--- src/utf8_stream_decoder_assert.svh ---
// Assertion macros for the UTF-8 stream decoder.
// Used inside the top level; expects signals named clock and reset in scope.
`ifndef UTF8_STREAM_DECODER_ASSERT_SVH
`define UTF8_STREAM_DECODER_ASSERT_SVH

// consequent must hold in the same cycle as the antecedent
`define U8D_ASSERT_SAME(label, ante, cons) \
   label: assert property (@(posedge clock) disable iff (reset) (ante) |-> (cons)) \
      else $error("u8d: same-cycle check failed");

// consequent must hold in the cycle after the antecedent
`define U8D_ASSERT_NEXT(label, ante, cons) \
   label: assert property (@(posedge clock) disable iff (reset) (ante) |=> (cons)) \
      else $error("u8d: next-cycle check failed");

`endif

--- src/u8d_pkg.sv ---
// Shared types and constants for the UTF-8 stream decoder.
// No dependencies.
package u8d_pkg;

   // replacement character and range limits
   localparam logic [20:0] REPL_CP     = 21'h00FFFD;
   localparam logic [20:0] MIN_TWO     = 21'h000080;
   localparam logic [20:0] MIN_THREE   = 21'h000800;
   localparam logic [20:0] MIN_FOUR    = 21'h010000;
   localparam logic [20:0] SURR_LOW    = 21'h00D800;
   localparam logic [20:0] SURR_HIGH   = 21'h00DFFF;
   localparam logic [20:0] MAX_SCALAR  = 21'h10FFFF;

   // byte classes
   localparam logic [7:0] LEAD_LIMIT   = 8'hF8;
   localparam logic [1:0] CONT_TAG     = 2'b10;

   // expected sequence lengths
   localparam logic [2:0] LEN_IDLE     = 3'd0;
   localparam logic [2:0] LEN_TWO      = 3'd2;
   localparam logic [2:0] LEN_THREE    = 3'd3;
   localparam logic [2:0] LEN_FOUR     = 3'd4;

   // command queue sizing
   localparam int QUEUE_DEPTH  = 4;
   localparam int QUEUE_ADDR_W = $clog2(QUEUE_DEPTH);
   localparam int QUEUE_CNT_W  = $clog2(QUEUE_DEPTH + 1);

   typedef struct packed {
      logic [7:0] in_byte;
      logic       end_of_text;
   } u8d_req_type;

   typedef struct packed {
      logic [20:0] code_point;
      logic        is_replacement;
      logic        last_of_run;
   } u8d_rsp_type;

   // at most one command per request: repl_count replacements, then an optional main result
   typedef struct packed {
      logic [2:0]  repl_count;
      logic        main_valid;
      logic [20:0] main_cp;
      logic        main_rep;
   } u8d_cmd_type;

   typedef struct packed {
      logic [1:0] held_count;
      logic [2:0] expected_length;
   } u8d_status_type;

endpackage

--- src/u8d_front.sv ---
// Front end: accepts bytes, tracks held sequence state, emits result commands.
// Depends on u8d_pkg.
module u8d_front
   import u8d_pkg::*;
(
   input  logic           clock,
   input  logic           reset,
   input  logic           req_push,
   input  u8d_req_type    req_data,
   input  logic           q_full,
   output logic           q_push,
   output u8d_cmd_type    q_cmd,
   output u8d_status_type status
);

   logic [1:0] held_ff, held_in;
   logic [2:0] exp_ff, exp_in;
   logic [7:0] lead_ff, lead_in;
   logic [7:0] cont1_ff, cont1_in;
   logic [7:0] cont2_ff, cont2_in;

   logic        accept;
   logic [7:0]  b;
   logic        is_cont;
   logic        fresh;
   logic [1:0]  broken_n;
   logic [1:0]  after;
   logic        main_valid;
   logic [20:0] main_cp;
   logic        main_rep;
   logic [20:0] fin_cp;
   logic        fin_bad;

   assign accept  = req_push && !q_full;
   assign b       = req_data.in_byte;
   assign is_cont = (b[7:6] == CONT_TAG);

   // assemble the completed scalar and check its range
   always_comb begin
      fin_cp  = REPL_CP;
      fin_bad = 1'b1;
      unique case (exp_ff)
         LEN_TWO: begin
            fin_cp  = {10'd0, lead_ff[4:0], b[5:0]};
            fin_bad = (fin_cp < MIN_TWO);
         end
         LEN_THREE: begin
            fin_cp  = {5'd0, lead_ff[3:0], cont1_ff[5:0], b[5:0]};
            fin_bad = (fin_cp < MIN_THREE) ||
                      ((fin_cp >= SURR_LOW) && (fin_cp <= SURR_HIGH));
         end
         LEN_FOUR: begin
            fin_cp  = {lead_ff[2:0], cont1_ff[5:0], cont2_ff[5:0], b[5:0]};
            fin_bad = (fin_cp < MIN_FOUR) || (fin_cp > MAX_SCALAR);
         end
         default: begin
            fin_cp  = REPL_CP;
            fin_bad = 1'b1;
         end
      endcase
   end

   // classify the byte and work out the next held state
   always_comb begin
      held_in    = held_ff;
      exp_in     = exp_ff;
      lead_in    = lead_ff;
      cont1_in   = cont1_ff;
      cont2_in   = cont2_ff;
      broken_n   = 2'd0;
      after      = 2'd0;
      fresh      = 1'b0;
      main_valid = 1'b0;
      main_cp    = REPL_CP;
      main_rep   = 1'b1;

      if (held_ff != 2'd0) begin
         if (is_cont) begin
            if (({1'b0, held_ff} + 3'd1) >= exp_ff) begin
               main_valid = 1'b1;
               main_cp    = fin_bad ? REPL_CP : fin_cp;
               main_rep   = fin_bad;
               held_in    = 2'd0;
               exp_in     = LEN_IDLE;
            end else begin
               if (held_ff == 2'd1) begin
                  cont1_in = b;
               end else begin
                  cont2_in = b;
               end
               held_in = held_ff + 2'd1;
            end
         end else begin
            // broken sequence: one replacement per held byte, then restart
            broken_n = held_ff;
            held_in  = 2'd0;
            exp_in   = LEN_IDLE;
            fresh    = 1'b1;
         end
      end else begin
         fresh = 1'b1;
      end

      if (fresh) begin
         priority if (!b[7]) begin
            main_valid = 1'b1;
            main_cp    = {13'd0, b};
            main_rep   = 1'b0;
         end else if (is_cont || (b >= LEAD_LIMIT)) begin
            main_valid = 1'b1;
            main_cp    = REPL_CP;
            main_rep   = 1'b1;
         end else begin
            lead_in = b;
            held_in = 2'd1;
            priority if (b[7:5] == 3'b110) begin
               exp_in = LEN_TWO;
            end else if (b[7:4] == 4'b1110) begin
               exp_in = LEN_THREE;
            end else begin
               exp_in = LEN_FOUR;
            end
         end
      end

      // end of text flushes whatever is still held
      if (req_data.end_of_text) begin
         after   = held_in;
         held_in = 2'd0;
         exp_in  = LEN_IDLE;
      end
   end

   always_comb begin
      q_cmd.repl_count = {1'b0, broken_n} + {1'b0, after};
      q_cmd.main_valid = main_valid;
      q_cmd.main_cp    = main_cp;
      q_cmd.main_rep   = main_rep;
      q_push = accept && (main_valid || (q_cmd.repl_count != 3'd0));
   end

   assign status.held_count      = held_ff;
   assign status.expected_length = exp_ff;

   // sequence state
   always_ff @(posedge clock) begin
      if (reset) begin
         held_ff <= 2'd0;
         exp_ff  <= LEN_IDLE;
      end else if (accept) begin
         held_ff <= held_in;
         exp_ff  <= exp_in;
      end
   end

   // held bytes, no reset needed
   always_ff @(posedge clock) begin
      if (accept) begin
         lead_ff  <= lead_in;
         cont1_ff <= cont1_in;
         cont2_ff <= cont2_in;
      end
   end

endmodule

--- src/u8d_queue.sv ---
// Short command queue between front and back ends.
// Depends on u8d_pkg.
module u8d_queue
   import u8d_pkg::*;
(
   input  logic        clock,
   input  logic        reset,
   input  logic        push,
   input  u8d_cmd_type push_data,
   output logic        full,
   input  logic        pop,
   output u8d_cmd_type pop_data,
   output logic        empty
);

   localparam logic [QUEUE_ADDR_W-1:0] LAST_ADDR = QUEUE_ADDR_W'(QUEUE_DEPTH - 1);
   localparam logic [QUEUE_CNT_W-1:0]  FULL_CNT  = QUEUE_CNT_W'(QUEUE_DEPTH);

   u8d_cmd_type              mem_ff [QUEUE_DEPTH];
   logic [QUEUE_ADDR_W-1:0]  wr_ptr_ff, wr_ptr_in;
   logic [QUEUE_ADDR_W-1:0]  rd_ptr_ff, rd_ptr_in;
   logic [QUEUE_CNT_W-1:0]   count_ff, count_in;
   logic                     do_push;
   logic                     do_pop;

   assign full     = (count_ff == FULL_CNT);
   assign empty    = (count_ff == '0);
   assign do_push  = push && !full;
   assign do_pop   = pop && !empty;
   assign pop_data = mem_ff[rd_ptr_ff];

   // pointer and count update
   always_comb begin
      wr_ptr_in = wr_ptr_ff;
      rd_ptr_in = rd_ptr_ff;
      count_in  = count_ff;
      if (do_push) begin
         wr_ptr_in = (wr_ptr_ff == LAST_ADDR) ? '0 : wr_ptr_ff + 1'b1;
      end
      if (do_pop) begin
         rd_ptr_in = (rd_ptr_ff == LAST_ADDR) ? '0 : rd_ptr_ff + 1'b1;
      end
      unique case ({do_push, do_pop})
         2'b10:   count_in = count_ff + 1'b1;
         2'b01:   count_in = count_ff - 1'b1;
         default: count_in = count_ff;
      endcase
   end

   always_ff @(posedge clock) begin
      if (reset) begin
         wr_ptr_ff <= '0;
         rd_ptr_ff <= '0;
         count_ff  <= '0;
      end else begin
         wr_ptr_ff <= wr_ptr_in;
         rd_ptr_ff <= rd_ptr_in;
         count_ff  <= count_in;
      end
   end

   // storage
   always_ff @(posedge clock) begin
      if (do_push) begin
         mem_ff[wr_ptr_ff] <= push_data;
      end
   end

endmodule

--- src/u8d_back.sv ---
// Back end: turns commands into output-register results, one per cycle unless stalled.
// Depends on u8d_pkg.
module u8d_back
   import u8d_pkg::*;
(
   input  logic        clock,
   input  logic        reset,
   input  u8d_cmd_type q_cmd,
   input  logic        q_empty,
   output logic        q_pop,
   input  logic        rsp_pop,
   output logic        rsp_empty,
   output u8d_rsp_type rsp_data
);

   logic [2:0]  sent_ff, sent_in;
   logic        valid_ff, valid_in;
   u8d_rsp_type out_ff;
   u8d_rsp_type res;
   logic        can_load;
   logic        emit;
   logic        in_repl;

   assign can_load = !valid_ff || rsp_pop;
   assign emit     = !q_empty && can_load;
   assign in_repl  = (sent_ff < q_cmd.repl_count);

   // pick the next result of the head command
   always_comb begin
      if (in_repl) begin
         res.code_point     = REPL_CP;
         res.is_replacement = 1'b1;
         res.last_of_run    = ((sent_ff + 3'd1) == q_cmd.repl_count) && !q_cmd.main_valid;
      end else begin
         res.code_point     = q_cmd.main_cp;
         res.is_replacement = q_cmd.main_rep;
         res.last_of_run    = 1'b1;
      end
      q_pop = emit && res.last_of_run;

      sent_in = sent_ff;
      if (emit) begin
         sent_in = res.last_of_run ? 3'd0 : sent_ff + 3'd1;
      end

      valid_in = valid_ff;
      if (emit) begin
         valid_in = 1'b1;
      end else if (rsp_pop) begin
         valid_in = 1'b0;
      end
   end

   always_ff @(posedge clock) begin
      if (reset) begin
         sent_ff  <= 3'd0;
         valid_ff <= 1'b0;
      end else begin
         sent_ff  <= sent_in;
         valid_ff <= valid_in;
      end
   end

   // result register
   always_ff @(posedge clock) begin
      if (emit) begin
         out_ff <= res;
      end
   end

   assign rsp_empty = !valid_ff;
   assign rsp_data  = out_ff;

endmodule

--- src/utf8_stream_decoder.sv ---
// UTF-8 stream decoder: one byte in per cycle while not full, one result out per cycle
// unless the output is stalled. Commands pass through the queue and the back end to
// the output register. Input keeps one byte per cycle while each byte gives at most one
// result; a byte with more results holds the back end; a 4-entry queue absorbs bursts.
// Reset (synchronous, active high) clears held state, queue and output valid flag.
`include "utf8_stream_decoder_assert.svh"
module utf8_stream_decoder
   import u8d_pkg::*;
(
   input  logic        clock,
   input  logic        reset,
   input  logic        req_push,
   input  u8d_req_type req_data,
   output logic        req_full,
   input  logic        rsp_pop,
   output logic        rsp_empty,
   output u8d_rsp_type rsp_data
);

   logic           q_push;
   logic           q_pop;
   logic           q_full;
   logic           q_empty;
   u8d_cmd_type    q_in_cmd;
   u8d_cmd_type    q_out_cmd;
   u8d_status_type front_status;

   assign req_full = q_full;

   u8d_front u_front (
      .clock    (clock),
      .reset    (reset),
      .req_push (req_push),
      .req_data (req_data),
      .q_full   (q_full),
      .q_push   (q_push),
      .q_cmd    (q_in_cmd),
      .status   (front_status)
   );

   u8d_queue u_queue (
      .clock     (clock),
      .reset     (reset),
      .push      (q_push),
      .push_data (q_in_cmd),
      .full      (q_full),
      .pop       (q_pop),
      .pop_data  (q_out_cmd),
      .empty     (q_empty)
   );

   u8d_back u_back (
      .clock     (clock),
      .reset     (reset),
      .q_cmd     (q_out_cmd),
      .q_empty   (q_empty),
      .q_pop     (q_pop),
      .rsp_pop   (rsp_pop),
      .rsp_empty (rsp_empty),
      .rsp_data  (rsp_data)
   );

   // checks
   `U8D_ASSERT_SAME(a_repl_value, !rsp_empty && rsp_data.is_replacement, rsp_data.code_point == REPL_CP)
   `U8D_ASSERT_SAME(a_held_below_len, front_status.held_count != 2'd0, front_status.expected_length > {1'b0, front_status.held_count})
   `U8D_ASSERT_NEXT(a_eot_clears, req_push && !req_full && req_data.end_of_text, front_status.held_count == 2'd0)
   `U8D_ASSERT_NEXT(a_queue_filled, q_push, !q_empty)

endmodule
--- config.mk ---
export PLATFORM = sky130hd
export DESIGN_NAME = utf8_stream_decoder
export DESIGN_NICKNAME = d
export VERILOG_FILES = /design/src/u8d_pkg.sv /design/src/u8d_front.sv /design/src/u8d_queue.sv /design/src/u8d_back.sv /design/src/utf8_stream_decoder.sv
export VERILOG_INCLUDE_DIRS = /design/src /design/src/src
export SDC_FILE = /design/constraint.sdc
export NUM_CORES = 1
export LEC_CHECK = 0
export BUFFER_PORTS_ARGS = -buffer_cell sky130_fd_sc_hd__buf_4
export CAP_MARGIN = 25
export CORE_ASPECT_RATIO = 1.5
export CORE_MARGIN = 8
export CORE_UTILIZATION = 37
export CTS_CLUSTER_DIAMETER = 50
export CTS_CLUSTER_SIZE = 28
export DETAILED_ROUTE_END_ITERATION = 8
export PLACE_DENSITY = 0.52
export SLEW_MARGIN = 40
export SYNTH_ARGS = -nofsm -noshare
export SYNTH_HDL_FRONTEND = slang
export SYNTH_SLANG_ARGS = --single-unit
--- constraint.sdc ---
create_clock -name clock -period 6 [get_ports clock]
set_input_delay 0.6 -clock clock [delete_from_list [all_inputs] [get_ports clock]]
set_output_delay 0.6 -clock clock [all_outputs]
set_load 0.01 [all_outputs]
==> flow_metrics.py, run 1 <==
metrics = {
    "status": {
        "status": "completed",
    },
    "clock_network": {
        "clkTransAtPathRegs_ps": 70,
        "clk_latency_ps": 420,
        "clockRootBuffer": "clkbuf_16",
        "cts_resized": 0,
        "numCtsBuffers": 17,
        "cts_buffer_depth": 2,
        "cts_sinks": 162,
        "hold_buffers": 0,
        "h-tree-depth": 4,
        "postCtsSetupBuffers": 0,
        "cts_tree": "built",
    },
    "grt": {
        "grt_max_degree": 27,
        "grt-ovfl-total": 0,
        "grt.total_usage": 0.121,
        "antenna_found_initial": 0,
        "grt_pass1_vias": 3875,
        "grt_pass1_wl_um": 21200,
    },
    "floorplan": {
        "die_area_um2": 23100,
        "rows": 61,
        "core-area_um2": 18300,
        "dieHeight_um": 182,
        "die_w_um": 127,
        "initial_core_util": 0.372,
        "io_pins": 38,
    },
    "logic_synthesis": {
        "synth_nets": 465,
        "ys_types": 50,
        "seq_area_frac_synth": 0.687,
        "yosys_warnings": 0,
        "postSynthCellCount": 433,
        "synth_edf_count": 144,
        "yosysTopAreaCell": "edfxtp_1",
        "netlist_area_um2": 6820,
        "async_flop_share": 0,
        "synthTopCellsByArea": "edfxtp_1, mux4_2, dfxtp_1, ha_1, inv_1",
        "ys_ff_latch": 162,
        "yosys.area.top_type_share": 0.634,
        "syn_avg_cell_area_um2": 15.8,
        "yosys_most_used_dff": "edfxtp_1",
    },
    "drt": {
        "routedWlPerCell_um": 18.6,
        "drtPass1Iterations": 4,
        "viasPerCell": 5.13,
        "drt_iter0_markers": 270,
        "num_vias": 3624,
        "ant_nets": 0,
        "drt_wl_total_um": 13100,
        "drc_errors": 0,
    },
    "layout": {
        "antenna_cells": 0,
        "fill_cells": 1674,
        "fin_nets": 506,
        "area_delta_synth_final_pct": 16.1,
        "final_layout_size_suffix_gt1_frac": 0.251,
    },
    "setup_path": {
        "crit_path_end_kind": "register",
        "cp_max_fo": 16,
        "startpoint_type": "register",
        "arrival_ps": 4970,
        "critPathKind": "reg -> reg",
        "worstPathRequired_ps": 6350,
    },
    "timing": {
        "finalClockSkew_ps": 10.0,
        "rsz0062_at_grt": "no",
        "finalSetupTns_ps": 0,
        "slew_headroom": 0.470,
        "tightest_slew_ps": 795,
        "finalCritPeriodShare": 0.770,
        "drv_slew": 0,
        "period_minus_slack_ps": 4620,
        "finalSetupViolations": 0,
        "fin_ws_ps": 1380,
        "hold_viol": 0,
        "fmaxAchievable_ghz": 0.216,
    },
    "pwr": {
        "vdd_ir_drop_max_mv": 0.165,
        "p_leak_nw": 2.64,
        "p_per_area_nw_per_um2": 399,
    },
    "placed_design": {
        "place_congestion": 0.808,
        "dp_hpwl_um": 8520,
        "port_buffers": 37,
        "place_ws_ps": 1380,
    },
    "hold_path": {
        "hold_class": "in -> reg",
    },
    "job": {
        "cap_violations": 0,
    },
}
[cell usage in the layout (no fill, tap or decap), types with 4 or more instances in the layout]
master,count
a21o_1,6
a21oi_1,15
a32o_1,4
and2_2,5
buf_4,40
clkbuf_16,17
dfxtp_1,17
edfxtp_1,144
ha_1,17
inv_1,29
inv_6,7
mux2i_1,7
mux4_2,24
nand2_1,18
nand3_1,6
nor2_1,20
nor2b_1,10
nor3_1,11
o21a_1,10
o21ai_0,11
or2_2,16
[area by class of cell]
cell class	count	area (um^2)	area share
Clock buffer	17	425	0.0537
Tap cell	220	275	0.0347
Multi-Input combinational cell	223	1960	0.247
Inverter	30	113	0.0142
Clock inverter	14	165	0.0208
Timing Repair Buffer	40	300	0.0379
Sequential cell	162	4690	0.592
[worst max-delay path, stage by stage (launching register included)]
cell and delay (ps):
dfxtp_1 720, ha_1 330, nand2b_1 140, a21oi_1 230
o211ai_1 150, o21ai_0 240, and2_1 160, ha_1 140
inv_1 50, fa_1 470, inv_1 70, nor3_1 220
nand2_1 80, o21a_1 250, inv_1 80, ha_1 170
inv_1 60, fa_1 370, xor2_1 160, or3_1 300
a21oi_1 150
[cell usage after synthesis, types with 2 or more instances]
cell      count
a21o_1        6
nand2b_1      3
nor4b_1       2
mux4_1        2
xnor2_1       3
nand2_1      18
buf_2         2
xor2_1        2
ha_1         17
nor3_1       12
and2_1        8
or3_1         2
or2_2        16
nand4b_1      2
nor2b_1      10
o21a_1       10
nand3_1       6
nor4_1        2
fa_1          2
nor2_1       20
dfxtp_1      18
o21ai_0      11
mux2i_1       7
inv_1        30
edfxtp_1    144
a22oi_1       2
a21oi_1      15
clkbuf_1     13
a32o_1        4
mux4_2       24
[logic make-up (layout without fill, tap and decap cells)]
kind of cell | after synthesis | after routing | synth area share
adders and majority gates | 19 | 19 | 0.0371
buffers and inverters | 48 | 101 | 0.0281
xor gates and xnor gates | 5 | 5 | 0.00642
DFF | 162 | 162 | 0.687
and+or+nand+nor | 106 | 106 | 0.0827
AOI/OAI and AO/OA | 60 | 60 | 0.0618
muxes | 33 | 33 | 0.0972
[path summary, 6_finish.rpt]
kind	from	endpoint	slack, ps	cells after the start
setup reg to reg	u_front.exp_ff[0]	u_queue.count_ff[2]	1380	20
hold / removal	req_data[1]	u_front.lead_ff[0]	410	1
setup / recovery	u_front.exp_ff[0]	u_queue.count_ff[2]	1380	20
hold reg to reg	u_back.valid_ff	u_back.valid_ff	480	2
[power by group]
part / total [W] / internal [W] / leakage, nW / switching, W
clock network: 0.00108 / 0.000626 / 0.290 / 0.000455
registers: 0.00146 / 0.00140 / 1.42 / 0.0000531
logic: 0.000623 / 0.000274 / 0.930 / 0.000348
total: 0.00316 / 0.00230 / 2.64 / 0.000857
[metrics by stage]
stage / total power [W] / hold slack (ps) / instances / cell area (um^2) / util
global placement: 0.00211 / 457 / 675 / 7320 / 0.400
detailed placement: 0.00213 / 472 / 675 / 7330 / 0.400
finish: 0.00316 / 406 / 706 / 7920 / 0.432
global route: 0.00332 / 390 / 706 / 7920 / 0.432
CTS: 0.00322 / 385 / 706 / 7920 / 0.432
floorplan: 0.00190 / 446 / 433 / 6820 / -
[routing by layer]
| layer | share of wire | routed length (um) | track usage | up-vias |
|---|---|---|---|---|
| met2 | 0.55 | 7270 | 0.223 | 68 |
| met3 | 0.033 | 438 | 0.0313 | 15 |
| met4 | 0.019 | 252 | 0.0497 | 0 |
| met1 | 0.39 | 5160 | 0.128 | 1813 |
| met5 | 0 | 0 | 0 | - |
| li1 | - | - | - | 1728 |
[registers in the layout (all words and copies together) (netlist names), named ones only]
signal,cells
u_back.rsp_data,23
u_back.sent_ff,3
u_back.valid_ff,1
u_front.cont1_ff,6
u_front.cont2_ff,6
u_front.exp_ff,3
u_front.held_ff,2
u_front.lead_ff,5
u_queue.count_ff,3
u_queue.mem_ff,104
u_queue.rd_ptr_ff,2
u_queue.wr_ptr_ff,2
Note: power is estimated with default switching activity, not from simulation.
==> run 2, diff against run 1 <==
--- a/config.mk
+++ b/config.mk
@@ -6,6 +6,7 @@
 export SDC_FILE = /design/constraint.sdc
 export NUM_CORES = 1
 export LEC_CHECK = 0
+export ABC_AREA = 1
 export BUFFER_PORTS_ARGS = -buffer_cell sky130_fd_sc_hd__buf_4
 export CAP_MARGIN = 25
 export CORE_ASPECT_RATIO = 1.5
==> constraint.sdc (replaced) <==
create_clock -name clock -period 4.65 [get_ports clock]
set_input_delay 0.465 -clock clock [delete_from_list [all_inputs] [get_ports clock]]
set_output_delay 0.465 -clock clock [all_outputs]
set_load 0.01 [all_outputs]
==> run 2 against run 1 <==
  * Utilization up 0.22 points
  * Clock skew up 4.2 ps
  * Design area up 3.9%
  * Synthesized cell count up 39%
  * Non-clock buffer count up 8
  * Register-to-register slack worse by 970 ps
  * First-iteration DRC count up 9.6%
  * Final cell count up 30%
  * Combinational power up 91%
  * Die area up 2.7%
  * Global-route usage up 1.3 points
==> flow_metrics.py, run 2 <==
metrics = {
    "status": {
        "status": "completed",
    },
    "timing": {
        "fmaxAchievable_ghz": 0.236,
        "finalSetupTns_ps": 0,
        "finalCritPeriodShare": 0.912,
        "finalClockSkew_ps": 14.2,
        "finalSetupViolations": 0,
        "hold_viol": 0,
        "drv_slew": 0,
        "tightest_slew_ps": 674,
        "slew_headroom": 0.548,
        "rsz0062_at_grt": "no",
        "period_minus_slack_ps": 4240,
    },
    "drt": {
        "drt_wl_total_um": 15000,
        "drc_errors": 0,
        "routedWlPerCell_um": 16.3,
        "ant_nets": 0,
        "drt_iter0_markers": 296,
        "num_vias": 4520,
        "viasPerCell": 4.91,
        "drtPass1Iterations": 5,
    },
    "clock_network": {
        "cts_sinks": 162,
        "h-tree-depth": 4,
        "clk_latency_ps": 420,
        "cts_tree": "built",
        "cts_buffer_depth": 2,
        "clkTransAtPathRegs_ps": 70,
        "hold_buffers": 0,
        "numCtsBuffers": 17,
        "clockRootBuffer": "clkbuf_16",
    },
    "logic_synthesis": {
        "yosysTopAreaCell": "edfxtp_1",
        "yosys_most_used_dff": "edfxtp_1",
        "yosys.area.top_type_share": 0.615,
        "postSynthCellCount": 604,
        "synth_nets": 636,
        "synthTopCellsByArea": "edfxtp_1, dfxtp_1, nor2_1, o21ai_0, nand2_1",
        "ys_types": 42,
        "async_flop_share": 0,
        "netlist_area_um2": 7030,
        "yosys_warnings": 0,
        "synth_most_common_cell": "edfxtp_1",
        "synth_common_cells": "edfxtp_1, nor2_1, nand2_1, o21ai_0, inv_1",
        "syn_avg_cell_area_um2": 11.6,
        "seq_area_frac_synth": 0.666,
        "ys_ff_latch": 162,
        "synth_edf_count": 144,
    },
    "pwr": {
        "vdd_ir_drop_max_mv": 0.199,
        "p_leak_nw": 3.01,
        "p_per_area_nw_per_um2": 550,
    },
    "layout": {
        "fin_nets": 683,
        "multi_input_area_um2": 2030,
        "regArea_um2": 4680,
        "fill_cells": 1785,
        "antenna_cells": 0,
        "top_register": "u_queue.mem_ff",
        "final_layout_size_suffix_gt1_frac": 0.193,
        "area_delta_synth_final_pct": 17.0,
        "most-common-layout-cells": "edfxtp_1, nor2_1, nand2_1",
        "largest_reg_flops": 104,
        "final_common_cell": "edfxtp_1",
        "utilization": 0.435,
    },
    "floorplan": {
        "die_w_um": 129,
        "dieHeight_um": 185,
        "rows": 62,
        "die_area_um2": 23800,
        "io_pins": 38,
        "initial_core_util": 0.371,
        "core-area_um2": 18900,
    },
    "setup_path": {
        "regToRegStartpoint": "u_front.held_ff[0]",
        "arrival_ps": 4550,
        "startpoint_type": "register",
        "crit_path_max_incr_delay_ps": 470,
        "crit_chain": "inv_1 -> ha_1 -> ha_1 -> nand3b_1 -> nand3_2 -> nor2_4 -> nor2_1 -> nand2_1 -> nand2_1 -> nor2_1 -> ha_1 -> inv_1 -> fa_1 -> inv_1 -> nor3_1 -> o21ai_1 -> nand2_2 -> ha_1 -> inv_1 -> fa_1 -> a21oi_1 -> o21ai_0 -> o21ai_0 -> a21oi_1",
        "cp_max_fo": 6,
        "path_buf_inv": 4,
        "worst_r2r_endpoint": "u_queue.count_ff[2]",
        "reg2reg_depth": 24,
        "critPathKind": "reg -> reg",
        "slowest_stage": "fa_1",
        "worstPathRequired_ps": 4960,
        "crit_family": "adder cells",
        "reg2reg_setup_slack_ps": 410,
        "crit_path_end_kind": "register",
    },
    "hold_path": {
        "holdPathStages": 1,
        "hp-start": "req_data[6]",
        "hold_class": "in -> reg",
        "hold_end": "u_front.cont2_ff[5]",
    },
    "grt": {
        "grt_pass1_vias": 4587,
        "grt-ovfl-total": 0,
        "grt_pass1_wl_um": 24100,
        "grt_max_degree": 53,
        "antenna_found_initial": 0,
        "grt.total_usage": 0.134,
    },
    "placed_design": {
        "port_buffers": 37,
        "dp_hpwl_um": 9860,
        "place_congestion": 0.829,
    },
    "job": {
        "cap_violations": 0,
    },
}
-- run 2: worst reg2reg max path: stages (launching register included) --
cell and delay [ps]:
dfxtp_1 430, inv_1 110, ha_1 330, ha_1 300
nand3b_1 110, nand3_2 140, nor2_4 150, nor2_1 100
nand2_1 80, nand2_1 50, nor2_1 100, ha_1 150
inv_1 50, fa_1 470, inv_1 70, nor3_1 130
o21ai_1 140, nand2_2 120, ha_1 150, inv_1 70
fa_1 400, a21oi_1 140, o21ai_0 110, o21ai_0 160
a21oi_1 50
-- run 2: final cells by class --
| type | instances | area share |
|---|---|---|
| tap | 256 | 0.0389 |
| sequential | 162 | 0.569 |
| timing repair buffer | 48 | 0.0438 |
| inverter | 62 | 0.0284 |
| clock inverter | 15 | 0.0216 |
| clock buffer | 17 | 0.0517 |
| multi-input combinational | 360 | 0.246 |
-- run 2: worst max path at each step --
| stage | start | endpoint | depth (start not counted) |
|---|---|---|---|
| after floorplan | u_front.held_ff[0] | u_queue.mem_ff[0][0] | 18 |
| after global placement | u_front.held_ff[0] | u_queue.count_ff[2] | 24 |
| after detailed placement | u_front.held_ff[0] | u_queue.count_ff[2] | 24 |
| after CTS | u_front.held_ff[0] | u_queue.count_ff[2] | 24 |
| after global routing | u_front.held_ff[0] | u_queue.count_ff[2] | 24 |
| final | u_front.held_ff[0] | u_queue.count_ff[2] | 24 |
-- run 2: power by group --
part	switching, W	leakage, nW	total, W	internal (W)
combinational	0.000796	1.26	0.00119	0.000397
clock	0.000637	0.299	0.00141	0.000776
sequential	0.0000611	1.45	0.00192	0.00186
total	0.00149	3.01	0.00453	0.00304
-- run 2: timing repair --
item / 4_1_cts / 5_1_grt
setup buffers: 0 / 3
endpoints found under the hold margin: 0 / 0
gates resized for setup: 0 / 3
setup endpoints to repair: 0 / 2
-- run 2: per-stage QoR --
step / power, W / area (um^2) / hold slack [ps] / cells / setup slack (ps)
2_1_floorplan: 0.00271 / 7030 / 465 / 604 / 342
3_5_place_dp: 0.00317 / 7590 / 501 / 885 / 180
3_3_place_gp: 0.00313 / 7580 / 480 / 885 / 326
4_1_cts: 0.00459 / 8190 / 237 / 917 / 170
6_report: 0.00453 / 8230 / 256 / 920 / 411
5_1_grt: 0.00480 / 8230 / 237 / 920 / 17.4
-- run 2: logic make-up (layout without fill, tap and decap cells) --
| family | after synthesis | after routing | share of synthesized area |
|---|---|---|---|
| AO/OA/AOI/OAI | 117 | 117 | 0.0991 |
| XOR/XNOR | 2 | 2 | 0.00249 |
| buffers and inverters | 82 | 142 | 0.0495 |
| adder cells (fa/ha/maj) | 19 | 19 | 0.0359 |
| flip-flops | 162 | 162 | 0.666 |
| AND/OR/NAND/NOR | 222 | 222 | 0.147 |
-- run 2: routing by layer --
| layer | GRT usage | part of all wire |
|---|---|---|
| met1 | 0.141 | 0.40 |
| met2 | 0.253 | 0.56 |
| met3 | 0.0340 | 0.036 |
| met4 | 0.0434 | 0.013 |
| met5 | 0 | 0 |
